[config.mk]
export PLATFORM = sky130hd
export DESIGN_NAME = retreat_point_from_danger
export DESIGN_NICKNAME = d
export VERILOG_FILES = /design/src/hw/rtl/rpfd_pkg.sv /design/src/hw/rtl/rpfd_mul.sv /design/src/hw/rtl/rpfd_isqrt.sv /design/src/hw/rtl/rpfd_div.sv /design/src/hw/rtl/retreat_point_from_danger.sv
export VERILOG_INCLUDE_DIRS = /design/src /design/src/hw/rtl
export SDC_FILE = /design/constraint.sdc
export NUM_CORES = 2
export LEC_CHECK = 0
export BUFFER_PORTS_ARGS = -buffer_cell sky130_fd_sc_hd__buf_2
export CAP_MARGIN = 20
export CORE_ASPECT_RATIO = 1.25
export CORE_MARGIN = 8
export CORE_UTILIZATION = 50
export CTS_BUF_LIST = sky130_fd_sc_hd__clkbuf_2
export CTS_CLUSTER_SIZE = 14
export DETAILED_ROUTE_END_ITERATION = 8
export PLACE_DENSITY_LB_ADDON = 0.1
export SKIP_LAST_GASP = 1
export SYNTH_ARGS = -nofsm -noshare
export SYNTH_HDL_FRONTEND = slang
export SYNTH_SLANG_ARGS = --single-unit
[constraint.sdc]
create_clock -name i_clk -period 18.2 [get_ports i_clk]
set_input_delay 1.82 -clock i_clk [delete_from_list [all_inputs] [get_ports i_clk]]
set_output_delay 1.82 -clock i_clk [all_outputs]
set_load 0.03 [all_outputs]
[src/hw/rtl/retreat_point_from_danger_macros.svh]
// ----------------------------------------------------------------------------
// Assertion macros for the retreat point block
// Short forms for clocked, reset-qualified property checks.
// ----------------------------------------------------------------------------
`ifndef RETREAT_POINT_FROM_DANGER_MACROS_SVH
`define RETREAT_POINT_FROM_DANGER_MACROS_SVH

// Same-cycle implication, disabled while reset is held.
`define RPFD_ASSERT_IMP(lbl, clk, rstn, ante, cons) \
    lbl: assert property (@(posedge clk) disable iff (!rstn) (ante) |-> (cons)) \
        else $error("retreat_point_from_danger: check failed");

// Next-cycle implication, disabled while reset is held.
`define RPFD_ASSERT_NXT(lbl, clk, rstn, ante, cons) \
    lbl: assert property (@(posedge clk) disable iff (!rstn) (ante) |=> (cons)) \
        else $error("retreat_point_from_danger: check failed");

`endif

[src/hw/rtl/rpfd_pkg.sv]
// ----------------------------------------------------------------------------
// rpfd_pkg
// Shared constants, register indexes and control types of the retreat block.
// ----------------------------------------------------------------------------
package rpfd_pkg;

    localparam int COORD_BITS_DEF = 16;
    localparam int CFG_DATA_W     = 16;
    localparam int CFG_IDX_W      = 2;

    typedef enum logic [CFG_IDX_W-1:0] {
        REG_MAP_WIDTH   = 2'd0,
        REG_MAP_HEIGHT  = 2'd1,
        REG_EDGE_MARGIN = 2'd2,
        REG_PLAYER_ONE  = 2'd3
    } t_reg_idx;

    localparam logic [CFG_DATA_W-1:0] RST_MAP_WIDTH   = 16'hFFFF;
    localparam logic [CFG_DATA_W-1:0] RST_MAP_HEIGHT  = 16'hFFFF;
    localparam logic [CFG_DATA_W-1:0] RST_EDGE_MARGIN = 16'h0000;
    localparam logic                  RST_PLAYER_ONE  = 1'b1;

    // Control of one serial arithmetic unit: load operands, then step.
    typedef struct packed {
        logic load;
        logic step;
    } t_unit_ctl;

endpackage

[src/hw/rtl/rpfd_mul.sv]
// ----------------------------------------------------------------------------
// rpfd_mul
// Bit-serial shift-add multiplier, one multiplier bit per step.
// ----------------------------------------------------------------------------
module rpfd_mul
    import rpfd_pkg::*;
#(
    parameter int W = COORD_BITS_DEF
) (
    input  logic           i_clk,
    input  t_unit_ctl      i_ctl,
    input  logic [W-1:0]   i_a,
    input  logic [W-1:0]   i_b,
    output logic [2*W-1:0] o_prod
);

    logic [W-1:0] r_mcand;
    logic [W-1:0] r_hi;
    logic [W-1:0] r_lo;
    logic [W:0]   w_sum;

    // The low half starts as the multiplier and fills with product bits
    // as it shifts right.
    assign w_sum = {1'b0, r_hi} + (r_lo[0] ? {1'b0, r_mcand} : '0);

    always_ff @(posedge i_clk) begin
        if (i_ctl.load) begin
            r_mcand <= i_a;
            r_hi    <= '0;
            r_lo    <= i_b;
        end else if (i_ctl.step) begin
            r_hi <= w_sum[W:1];
            r_lo <= {w_sum[0], r_lo[W-1:1]};
        end
    end

    assign o_prod = {r_hi, r_lo};

endmodule

[src/hw/rtl/rpfd_isqrt.sv]
// ----------------------------------------------------------------------------
// rpfd_isqrt
// Bit-pair restoring integer square root, one root bit per step.
// ----------------------------------------------------------------------------
module rpfd_isqrt
    import rpfd_pkg::*;
#(
    parameter int W = COORD_BITS_DEF
) (
    input  logic           i_clk,
    input  t_unit_ctl      i_ctl,
    input  logic [2*W+1:0] i_val,
    output logic [W:0]     o_root
);

    logic [2*W+1:0] r_val;
    logic [W+1:0]   r_rem;
    logic [W:0]     r_root;
    logic [W+3:0]   w_rem_sh;
    logic [W+3:0]   w_trial;
    logic [W+3:0]   w_diff;
    logic           w_ge;

    // Bring down the next pair of radicand bits and try root*4 + 1.
    assign w_rem_sh = {r_rem, r_val[2*W+1:2*W]};
    assign w_trial  = {1'b0, r_root, 2'b01};
    assign w_ge     = (w_rem_sh >= w_trial);
    assign w_diff   = w_rem_sh - w_trial;

    always_ff @(posedge i_clk) begin
        if (i_ctl.load) begin
            r_val  <= i_val;
            r_rem  <= '0;
            r_root <= '0;
        end else if (i_ctl.step) begin
            r_val  <= {r_val[2*W-1:0], 2'b00};
            r_rem  <= w_ge ? w_diff[W+1:0] : w_rem_sh[W+1:0];
            r_root <= {r_root[W-1:0], w_ge};
        end
    end

    assign o_root = r_root;

endmodule

[src/hw/rtl/rpfd_div.sv]
// ----------------------------------------------------------------------------
// rpfd_div
// Restoring divider, one quotient bit per step, for quotients below 2^W.
// ----------------------------------------------------------------------------
module rpfd_div
    import rpfd_pkg::*;
#(
    parameter int W = COORD_BITS_DEF
) (
    input  logic           i_clk,
    input  t_unit_ctl      i_ctl,
    input  logic [2*W-1:0] i_num,
    input  logic [W:0]     i_den,
    output logic [W-1:0]   o_quot
);

    logic [W:0]   r_rem;
    logic [W-1:0] r_lo;
    logic [W+1:0] w_trial;
    logic [W+1:0] w_diff;
    logic         w_ge;

    // The upper half of the dividend is already below the divisor, so only
    // the low W bits produce quotient bits.
    assign w_trial = {r_rem, r_lo[W-1]};
    assign w_ge    = (w_trial >= {1'b0, i_den});
    assign w_diff  = w_trial - {1'b0, i_den};

    always_ff @(posedge i_clk) begin
        if (i_ctl.load) begin
            r_rem <= {1'b0, i_num[2*W-1:W]};
            r_lo  <= i_num[W-1:0];
        end else if (i_ctl.step) begin
            r_rem <= w_ge ? w_diff[W:0] : w_trial[W:0];
            r_lo  <= {r_lo[W-2:0], w_ge};
        end
    end

    assign o_quot = r_lo;

endmodule

[src/hw/rtl/retreat_point_from_danger.sv]
// ----------------------------------------------------------------------------
// retreat_point_from_danger
// Moves a point a given distance straight away from a danger point and
// clamps the result to the map less its edge margin.
// ----------------------------------------------------------------------------
// One item is in flight at a time; a new beat is taken only in the idle
// state. The work is three serial passes run back to back: a shift-add
// pass that forms dx*dx, dy*dy, |dx|*distance and |dy|*distance together,
// a bit-pair square root that gives the vector length, and a restoring
// divide for both axes at once, with a state each to sum the squares,
// pick the divisor and clamp. The clamp state holds while the output
// register is still full. The division truncates toward zero. When both
// points coincide the move goes along -x if player_one is set and along
// +x otherwise. A finished result sits in an output register, so a new
// beat is taken while it waits to be read. Configuration writes are
// registered and must only be made while no item is in flight.
// ----------------------------------------------------------------------------
`include "retreat_point_from_danger_macros.svh"

module retreat_point_from_danger
    import rpfd_pkg::*;
#(
    parameter int COORD_BITS = COORD_BITS_DEF
) (
    input  logic                                  i_clk,
    input  logic                                  i_rst_n,
    // Input beats.
    input  logic                                  i_s_tvalid,
    output logic                                  o_s_tready,
    // origin_x, origin_y, danger_x, danger_y, step_distance (lowest first)
    input  logic [((5*COORD_BITS+7)/8)*8-1:0]     i_s_tdata,
    // Result beats.
    output logic                                  o_m_tvalid,
    input  logic                                  i_m_tready,
    // away_x, away_y (lowest first)
    output logic [((2*COORD_BITS+7)/8)*8-1:0]     o_m_tdata,
    // Register writes.
    input  logic                                  i_cfg_we,
    input  logic [CFG_IDX_W-1:0]                  i_cfg_idx,
    input  logic [CFG_DATA_W-1:0]                 i_cfg_data
);

    localparam int W          = COORD_BITS;
    localparam int OUT_DATA_W = ((2*W+7)/8)*8;
    localparam int CNT_W      = $clog2(W+2);
    localparam int CW         = W+2;

    typedef enum logic [2:0] {
        S_IDLE,
        S_MUL,
        S_SUM,
        S_SQRT,
        S_FIX,
        S_DIV,
        S_CLAMP
    } t_state;

    // Configuration registers.
    logic [CFG_DATA_W-1:0] r_map_width;
    logic [CFG_DATA_W-1:0] r_map_height;
    logic [CFG_DATA_W-1:0] r_edge_margin;
    logic                  r_player_one;

    // Sequencer and result registers.
    t_state         r_state, n_state;
    logic [CNT_W-1:0] r_cnt, n_cnt;
    logic           r_out_valid, n_out_valid;
    logic [W-1:0]   r_away_x, n_away_x;
    logic [W-1:0]   r_away_y, n_away_y;

    // Per-item operands kept for the whole computation.
    logic [W-1:0]   r_ox;
    logic [W-1:0]   r_oy;
    logic [W-1:0]   r_dist;
    logic           r_neg_x;
    logic           r_neg_y;
    logic [W:0]     r_len;

    // Input fields and the difference vector.
    logic [W-1:0]   w_in_ox, w_in_oy, w_in_px, w_in_py, w_in_dist;
    logic [W:0]     w_dx, w_dy, w_neg_dx, w_neg_dy;
    logic [W-1:0]   w_abs_x, w_abs_y;
    logic           w_accept;

    // Arithmetic unit connections.
    t_unit_ctl      w_mul_ctl, w_sqrt_ctl, w_div_ctl;
    logic [2*W-1:0] w_prod_xx, w_prod_yy, w_prod_xd, w_prod_yd;
    logic [2*W:0]   w_sq;
    logic [W:0]     w_root;
    logic           w_zero_len;
    logic [2*W-1:0] w_num_x, w_num_y;
    logic [W:0]     w_den;
    logic [W-1:0]   w_quot_x, w_quot_y;

    // Clamp bounds, taken at coordinate width.
    logic [W-1:0]   w_margin_m, w_width_m, w_height_m;
    logic [W-1:0]   w_clamp_x, w_clamp_y;

    // ------------------------------------------------------------------
    // Configuration
    // ------------------------------------------------------------------
    always_ff @(posedge i_clk) begin
        if (!i_rst_n) begin
            r_map_width   <= RST_MAP_WIDTH;
            r_map_height  <= RST_MAP_HEIGHT;
            r_edge_margin <= RST_EDGE_MARGIN;
            r_player_one  <= RST_PLAYER_ONE;
        end else if (i_cfg_we) begin
            case (t_reg_idx'(i_cfg_idx))
                REG_MAP_WIDTH:   r_map_width   <= i_cfg_data;
                REG_MAP_HEIGHT:  r_map_height  <= i_cfg_data;
                REG_EDGE_MARGIN: r_edge_margin <= i_cfg_data;
                REG_PLAYER_ONE:  r_player_one  <= i_cfg_data[0];
                default: ;
            endcase
        end
    end

    // The registers are 16 bits wide; the clamp sees them at the
    // coordinate width, dropping upper bits on narrow builds.
    generate
        if (W >= CFG_DATA_W) begin : g_cfg_wide
            assign w_margin_m = W'(r_edge_margin);
            assign w_width_m  = W'(r_map_width);
            assign w_height_m = W'(r_map_height);
        end else begin : g_cfg_narrow
            assign w_margin_m = r_edge_margin[W-1:0];
            assign w_width_m  = r_map_width[W-1:0];
            assign w_height_m = r_map_height[W-1:0];
        end
    endgenerate

    // ------------------------------------------------------------------
    // Input unpacking and the difference vector
    // ------------------------------------------------------------------
    assign w_in_ox   = i_s_tdata[W-1:0];
    assign w_in_oy   = i_s_tdata[2*W-1:W];
    assign w_in_px   = i_s_tdata[3*W-1:2*W];
    assign w_in_py   = i_s_tdata[4*W-1:3*W];
    assign w_in_dist = i_s_tdata[5*W-1:4*W];

    assign w_dx     = {1'b0, w_in_ox} - {1'b0, w_in_px};
    assign w_dy     = {1'b0, w_in_oy} - {1'b0, w_in_py};
    assign w_neg_dx = -w_dx;
    assign w_neg_dy = -w_dy;
    // Magnitudes are at most 2^W - 1, so W bits hold them.
    assign w_abs_x  = w_dx[W] ? w_neg_dx[W-1:0] : w_dx[W-1:0];
    assign w_abs_y  = w_dy[W] ? w_neg_dy[W-1:0] : w_dy[W-1:0];

    assign o_s_tready = (r_state == S_IDLE);
    assign w_accept   = i_s_tvalid && o_s_tready;

    // ------------------------------------------------------------------
    // Serial arithmetic
    // ------------------------------------------------------------------
    assign w_mul_ctl.load  = w_accept;
    assign w_mul_ctl.step  = (r_state == S_MUL);
    assign w_sqrt_ctl.load = (r_state == S_SUM);
    assign w_sqrt_ctl.step = (r_state == S_SQRT);
    assign w_div_ctl.load  = (r_state == S_FIX);
    assign w_div_ctl.step  = (r_state == S_DIV);

    // The four products share one pass over the multiplier bits.
    rpfd_mul #(.W(W)) u_mul_xx (
        .i_clk  (i_clk),
        .i_ctl  (w_mul_ctl),
        .i_a    (w_abs_x),
        .i_b    (w_abs_x),
        .o_prod (w_prod_xx)
    );

    rpfd_mul #(.W(W)) u_mul_yy (
        .i_clk  (i_clk),
        .i_ctl  (w_mul_ctl),
        .i_a    (w_abs_y),
        .i_b    (w_abs_y),
        .o_prod (w_prod_yy)
    );

    rpfd_mul #(.W(W)) u_mul_xd (
        .i_clk  (i_clk),
        .i_ctl  (w_mul_ctl),
        .i_a    (w_abs_x),
        .i_b    (w_in_dist),
        .o_prod (w_prod_xd)
    );

    rpfd_mul #(.W(W)) u_mul_yd (
        .i_clk  (i_clk),
        .i_ctl  (w_mul_ctl),
        .i_a    (w_abs_y),
        .i_b    (w_in_dist),
        .o_prod (w_prod_yd)
    );

    // The squared length is below 2^(2W+1); the root fits in W+1 bits.
    assign w_sq = {1'b0, w_prod_xx} + {1'b0, w_prod_yy};

    rpfd_isqrt #(.W(W)) u_isqrt (
        .i_clk  (i_clk),
        .i_ctl  (w_sqrt_ctl),
        .i_val  ({1'b0, w_sq}),
        .o_root (w_root)
    );

    // Coincident points: divide the full distance by one along x only.
    assign w_zero_len = (w_root == '0);
    assign w_num_x    = w_zero_len ? {{W{1'b0}}, r_dist} : w_prod_xd;
    assign w_num_y    = w_zero_len ? '0 : w_prod_yd;
    assign w_den      = w_zero_len ? (W+1)'(1) : w_root;

    // Each quotient is at most the step distance, since the length is at
    // least as large as either component.
    rpfd_div #(.W(W)) u_div_x (
        .i_clk  (i_clk),
        .i_ctl  (w_div_ctl),
        .i_num  (w_num_x),
        .i_den  (r_len),
        .o_quot (w_quot_x)
    );

    rpfd_div #(.W(W)) u_div_y (
        .i_clk  (i_clk),
        .i_ctl  (w_div_ctl),
        .i_num  (w_num_y),
        .i_den  (r_len),
        .o_quot (w_quot_y)
    );

    // ------------------------------------------------------------------
    // Clamp
    // ------------------------------------------------------------------
    // The moved position lies in -(2^W - 1) .. 2^(W+1) - 2, so W+2 signed
    // bits carry it without overflow.
    function automatic logic [W-1:0] clamp_axis(
        input logic [W-1:0] origin,
        input logic [W-1:0] quot,
        input logic         neg,
        input logic [W-1:0] size,
        input logic [W-1:0] margin
    );
        logic signed [CW-1:0] pos;
        logic signed [CW-1:0] lo;
        logic signed [CW-1:0] hi;
        logic signed [CW-1:0] res;
        pos = neg ? $signed({2'b00, origin}) - $signed({2'b00, quot})
                  : $signed({2'b00, origin}) + $signed({2'b00, quot});
        lo  = $signed({2'b00, margin});
        hi  = $signed({2'b00, size}) - lo;
        if (hi < lo) begin
            hi = lo;
        end
        res = pos;
        if (res < lo) begin
            res = lo;
        end
        if (res > hi) begin
            res = hi;
        end
        return res[W-1:0];
    endfunction

    assign w_clamp_x = clamp_axis(r_ox, w_quot_x, r_neg_x, w_width_m, w_margin_m);
    assign w_clamp_y = clamp_axis(r_oy, w_quot_y, r_neg_y, w_height_m, w_margin_m);

    // ------------------------------------------------------------------
    // Sequencer
    // ------------------------------------------------------------------
    always_comb begin
        n_state     = r_state;
        n_cnt       = r_cnt;
        n_out_valid = r_out_valid;
        n_away_x    = r_away_x;
        n_away_y    = r_away_y;

        // The waiting result leaves when the sink takes it.
        if (r_out_valid && i_m_tready) begin
            n_out_valid = 1'b0;
        end

        case (r_state)
            S_IDLE: begin
                if (w_accept) begin
                    n_state = S_MUL;
                    n_cnt   = '0;
                end
            end
            S_MUL: begin
                if (r_cnt == CNT_W'(W-1)) begin
                    n_state = S_SUM;
                    n_cnt   = '0;
                end else begin
                    n_cnt = r_cnt + 1'b1;
                end
            end
            S_SUM: begin
                n_state = S_SQRT;
            end
            S_SQRT: begin
                if (r_cnt == CNT_W'(W)) begin
                    n_state = S_FIX;
                    n_cnt   = '0;
                end else begin
                    n_cnt = r_cnt + 1'b1;
                end
            end
            S_FIX: begin
                n_state = S_DIV;
            end
            S_DIV: begin
                if (r_cnt == CNT_W'(W-1)) begin
                    n_state = S_CLAMP;
                    n_cnt   = '0;
                end else begin
                    n_cnt = r_cnt + 1'b1;
                end
            end
            S_CLAMP: begin
                // Hold here until the output register is free.
                if (!r_out_valid || i_m_tready) begin
                    n_out_valid = 1'b1;
                    n_away_x    = w_clamp_x;
                    n_away_y    = w_clamp_y;
                    n_state     = S_IDLE;
                end
            end
            default: begin
                n_state = S_IDLE;
            end
        endcase
    end

    always_ff @(posedge i_clk) begin
        if (!i_rst_n) begin
            r_state     <= S_IDLE;
            r_cnt       <= '0;
            r_out_valid <= 1'b0;
        end else begin
            r_state     <= n_state;
            r_cnt       <= n_cnt;
            r_out_valid <= n_out_valid;
        end
        r_away_x <= n_away_x;
        r_away_y <= n_away_y;
    end

    // Operand capture; the fallback direction replaces the x sign when
    // the length comes out zero.
    always_ff @(posedge i_clk) begin
        if (w_accept) begin
            r_ox    <= w_in_ox;
            r_oy    <= w_in_oy;
            r_dist  <= w_in_dist;
            r_neg_x <= w_dx[W];
            r_neg_y <= w_dy[W];
        end
        if (r_state == S_FIX) begin
            r_len <= w_den;
            if (w_zero_len) begin
                r_neg_x <= r_player_one;
            end
        end
    end

    assign o_m_tvalid = r_out_valid;
    assign o_m_tdata  = OUT_DATA_W'({r_away_y, r_away_x});

    // ------------------------------------------------------------------
    // Checks
    // ------------------------------------------------------------------
    `RPFD_ASSERT_NXT(a_accept_starts_mul, i_clk, i_rst_n, w_accept, r_state == S_MUL)
    `RPFD_ASSERT_IMP(a_div_den_nonzero, i_clk, i_rst_n, r_state == S_DIV, r_len != '0)
    `RPFD_ASSERT_IMP(a_quot_within_step, i_clk, i_rst_n, r_state == S_CLAMP, (w_quot_x <= r_dist) && (w_quot_y <= r_dist))
    `RPFD_ASSERT_NXT(a_clamp_waits, i_clk, i_rst_n, (r_state == S_CLAMP) && r_out_valid && !i_m_tready, r_state == S_CLAMP)

endmodule

==> impl_results.md <==
* Syn Nets at 4180
* CP Class: register to register
* Initial DRC count at 1408
* Worst slew margin at 26.44%
* Hold-fix buffers, CTS at 0
* Async set-reset flop share out of synthesis at 0%
* RSZ-0062 raised after global routing: no
* Status: finished, final reports clean
* Synth Cell Area at 33420 um2
* Hold path depth at 2
* Vias/cell at 5.646
* # IOs at 137
* Final layout net count at 4321
* Post_cts resized at 0
* Hold EP: u_div_y.r_rem[16]
* DP HPWL at 72.99 mm
* Clock Skew at 0.06726 ns
* Power Dens Cells at 116.9 nW/um2
* Clk sinks at 452
* Initial Util at 50.19%
* Layout Cells excl Fill at 4785
* Peak supply drop at 0.07457 mV
* Max_cap viols at 0
* Dpl cells at 4563
* Largest net degree at the start of global routing at 81
* CTS H-tree lvls at 3
* YS warnings at 0
* Initial antenna violation count at 4
* DIE HEIGHT at 305.0 um
* Max clock buf depth at 3
* GRT Residual Overflow at 0
* Count of different cell masters after synthesis at 97
* Vias in the first global route at 26870
* Number of port buffers at 136
* Setup slack, reg-to-reg at 9.91 ns
* Drt first pass iters at 5
* Slowest CP cell: ha_1
* RePlAce Congestion at 0.9094
* Std cell rows at 106
* WP data required at 19.10 ns
* Leak at 15.89 nW
* Num CTS Buffers at 116
* Final WL at 93.87 mm
* Seq/Total Area, Yosys at 35.80%
* Root buffer cell: clkbuf_2
* CTS tree: done
* Fin. max-slew vios at 0
* Crit path time final at 8.287 ns
* Via count at 27020
* HP Class: register to register
* Fin crit share at 45.53%
* Worst r2r src: u_div_y.o_quot[0]
* FMAX at 120.7 MHz
* Post-CTS Setup Repair Bufs at 0
* Core area at 66580 um2
* FF+latch count, synth at 452
* FF-to-FF End: r_away_y[5]
* Final-report setup violation count at 0
* Worst-Margin Slew at 1.103 ns
* Global-route usage over all layers at 24.45%
* CP startpoint kind: register
* First-pass GRT wire length at 145.3 mm
* Critical Path AT at 9.19 ns
* Prevailing post-synth register cell: edfxtp_1
* Clk_lat worst skew at 1.15 ns
* Worst Path Max Fanout at 22
* Final ANT Viol Nets at 0
* DRC at 0
* EDFF count, synth at 291
* Critical Path Sink Type: register
* Area Growth Syn to Fin at 7.661%
* Cells after Synth at 3677
* Hold_sp: u_div_y.r_rem[16]
* Fin area at 35980 um2
* Avg Cell Area, Syn at 9.088 um2
* Routed wire length per instance at 19.62 um
* Worst r2r path cells at 30
* Fraction of layout cells with a size suffix above 1 at 12.29%
* Clock slew at reported path FFs at 0.10 ns
* Final hold violations at 0
* Die ar. at 75410 um2
* CP peak stage delay at 0.77 ns
* DIE WIDTH at 247.2 um
* Setup_tns at 0 ns
* Dpl cell area at 34860 um2
* Worst hold slack at 0.4686 ns
[metal layers]
metal | vias up | wire length (um) | global-route usage [%]
li1 | 13570 | - | -
met1 | 12680 | 36550 | 26.59
met2 | 556 | 49280 | 45.78
met3 | 211 | 3237 | 2.844
met4 | 0 | 4803 | 12.70
met5 | - | 0 | 0
[critical path, delay by kind of cell (launching register included)]
family	cells	cell delay, ns
buffers and inverters	1	0.06
muxes	2	0.85
adders and majority gates	5	1.95
xor gates and xnor gates	1	0.20
AOI/OAI and AO/OA	18	3.48
and+or+nand+nor	3	1.10
DFF	1	0.39
[area by class of cell]
| type | count | area, um2 |
|---|---|---|
| Fill cell | 6294 | 30600 |
| Multi-Input combinational cell | 2799 | 19880 |
| Sequential cell | 452 | 11960 |
| Inverter | 290 | 1091 |
| Tap cell | 864 | 1081 |
| Clock buffer | 179 | 895.9 |
| Timing Repair Buffer | 159 | 853.3 |
| Clock inverter | 36 | 195.2 |
| Antenna cell | 6 | 15.01 |
[report_power, final]
part           leakage, nW  total (mW)  switching, mW  internal [mW]
logic                 11.0        2.00           1.14          0.862
clock network        0.845       0.730          0.440          0.290
registers             4.04        1.47          0.165           1.31
total                 15.9        4.21           1.74           2.46
[metrics by stage]
stage,worst slack (ns),power (mW),util (%)
floorplan,11.21,2.987,-
global placement,10.02,3.478,52.36
detailed placement,9.896,3.491,52.36
CTS,9.900,4.243,54.00
global route,9.399,4.546,54.02
finish,9.913,4.205,54.03
[placed cells by master, fill, tap and decap left out, types with 15 or more instances in the layout]
cell      count
nand3_1     119
nand2_1     431
buf_2       136
nor2b_1      40
a21oi_1     231
nor4_1       16
xor2_1       71
clkinv_1     27
nor2_1      151
nand4_1      17
o21bai_1     19
o21a_1       52
or2_2        17
a21o_1      106
nand2b_1     49
xnor2_1     135
o31ai_1      24
a31oi_1      29
o21ai_0     293
a211oi_1     34
inv_1       284
mux2_2       63
and3_1       18
fa_1         15
buf_4        23
ha_1        385
edfxtp_1    291
or3_1        27
nor3_1       64
and2_1       72
clkbuf_2    179
mux2i_1      92
dfxtp_1     161
o22ai_1      20
[synth_stat cells (8+ instances only)]
cell | count | area (um2)
nand2b_1 | 49 | 306.5
a211o_1 | 8 | 70.07
or3_1 | 27 | 168.9
xnor2_1 | 135 | 1182
nor4_1 | 17 | 106.4
nor3_1 | 64 | 320.3
a211oi_1 | 34 | 255.2
nor2_1 | 153 | 574.3
o22ai_1 | 20 | 125.1
a221o_1 | 10 | 100.1
xor2_1 | 71 | 621.9
nand2_1 | 433 | 1625
a22o_1 | 9 | 78.83
a21oi_1 | 231 | 1156
and4_1 | 8 | 70.07
inv_1 | 288 | 1081
o21ai_0 | 293 | 1466
o21bai_1 | 19 | 142.6
edfxtp_1 | 291 | 8738
nand4_1 | 17 | 106.4
a31oi_1 | 30 | 187.7
ha_1 | 385 | 4817
a21o_1 | 106 | 795.8
o31ai_1 | 24 | 180.2
o211ai_1 | 13 | 97.59
mux2_2 | 63 | 709.4
o21ai_1 | 14 | 70.07
o21a_1 | 52 | 390.4
or2_2 | 17 | 106.4
dfxtp_1 | 161 | 3223
nor2b_1 | 40 | 250.2
fa_1 | 15 | 300.3
and2_1 | 72 | 450.4
buf_2 | 10 | 50.05
and3_1 | 18 | 112.6
clkbuf_1 | 117 | 439.2
nand3_1 | 119 | 595.6
a21boi_0 | 14 | 105.1
mux2i_1 | 92 | 920.9
[flip-flops by register name, indices dropped and copies added, names as in the netlist, 17 cells and up]
register / flops
r_len: 17
u_div_x.r_rem: 17
u_div_y.r_rem: 17
u_isqrt.o_root: 17
u_isqrt.r_rem: 18
u_isqrt.r_val: 34
[worst max-delay path by stage]
stage                         endpoint  cells after the start               from
final                      r_away_y[5]                     30  u_div_y.o_quot[0]
after floorplan           r_away_y[15]                     35  u_div_y.o_quot[0]
after global routing       r_away_y[5]                     30  u_div_y.o_quot[0]
after global placement     r_away_y[5]                     30  u_div_y.o_quot[0]
after CTS                  r_away_y[5]                     30  u_div_y.o_quot[0]
after detailed placement   r_away_y[5]                     30  u_div_y.o_quot[0]
[cells by family after synthesis]
group,count (synthesis),synth area share (%)
DFF,452,35.80
buffers and inverters,426,4.856
muxes,156,4.924
and+or+nand+nor,1063,15.16
AOI/OAI and AO/OA,974,18.55
adders and majority gates,400,15.31
xor gates and xnor gates,206,5.399
Power figures use the tool's default switching activity.
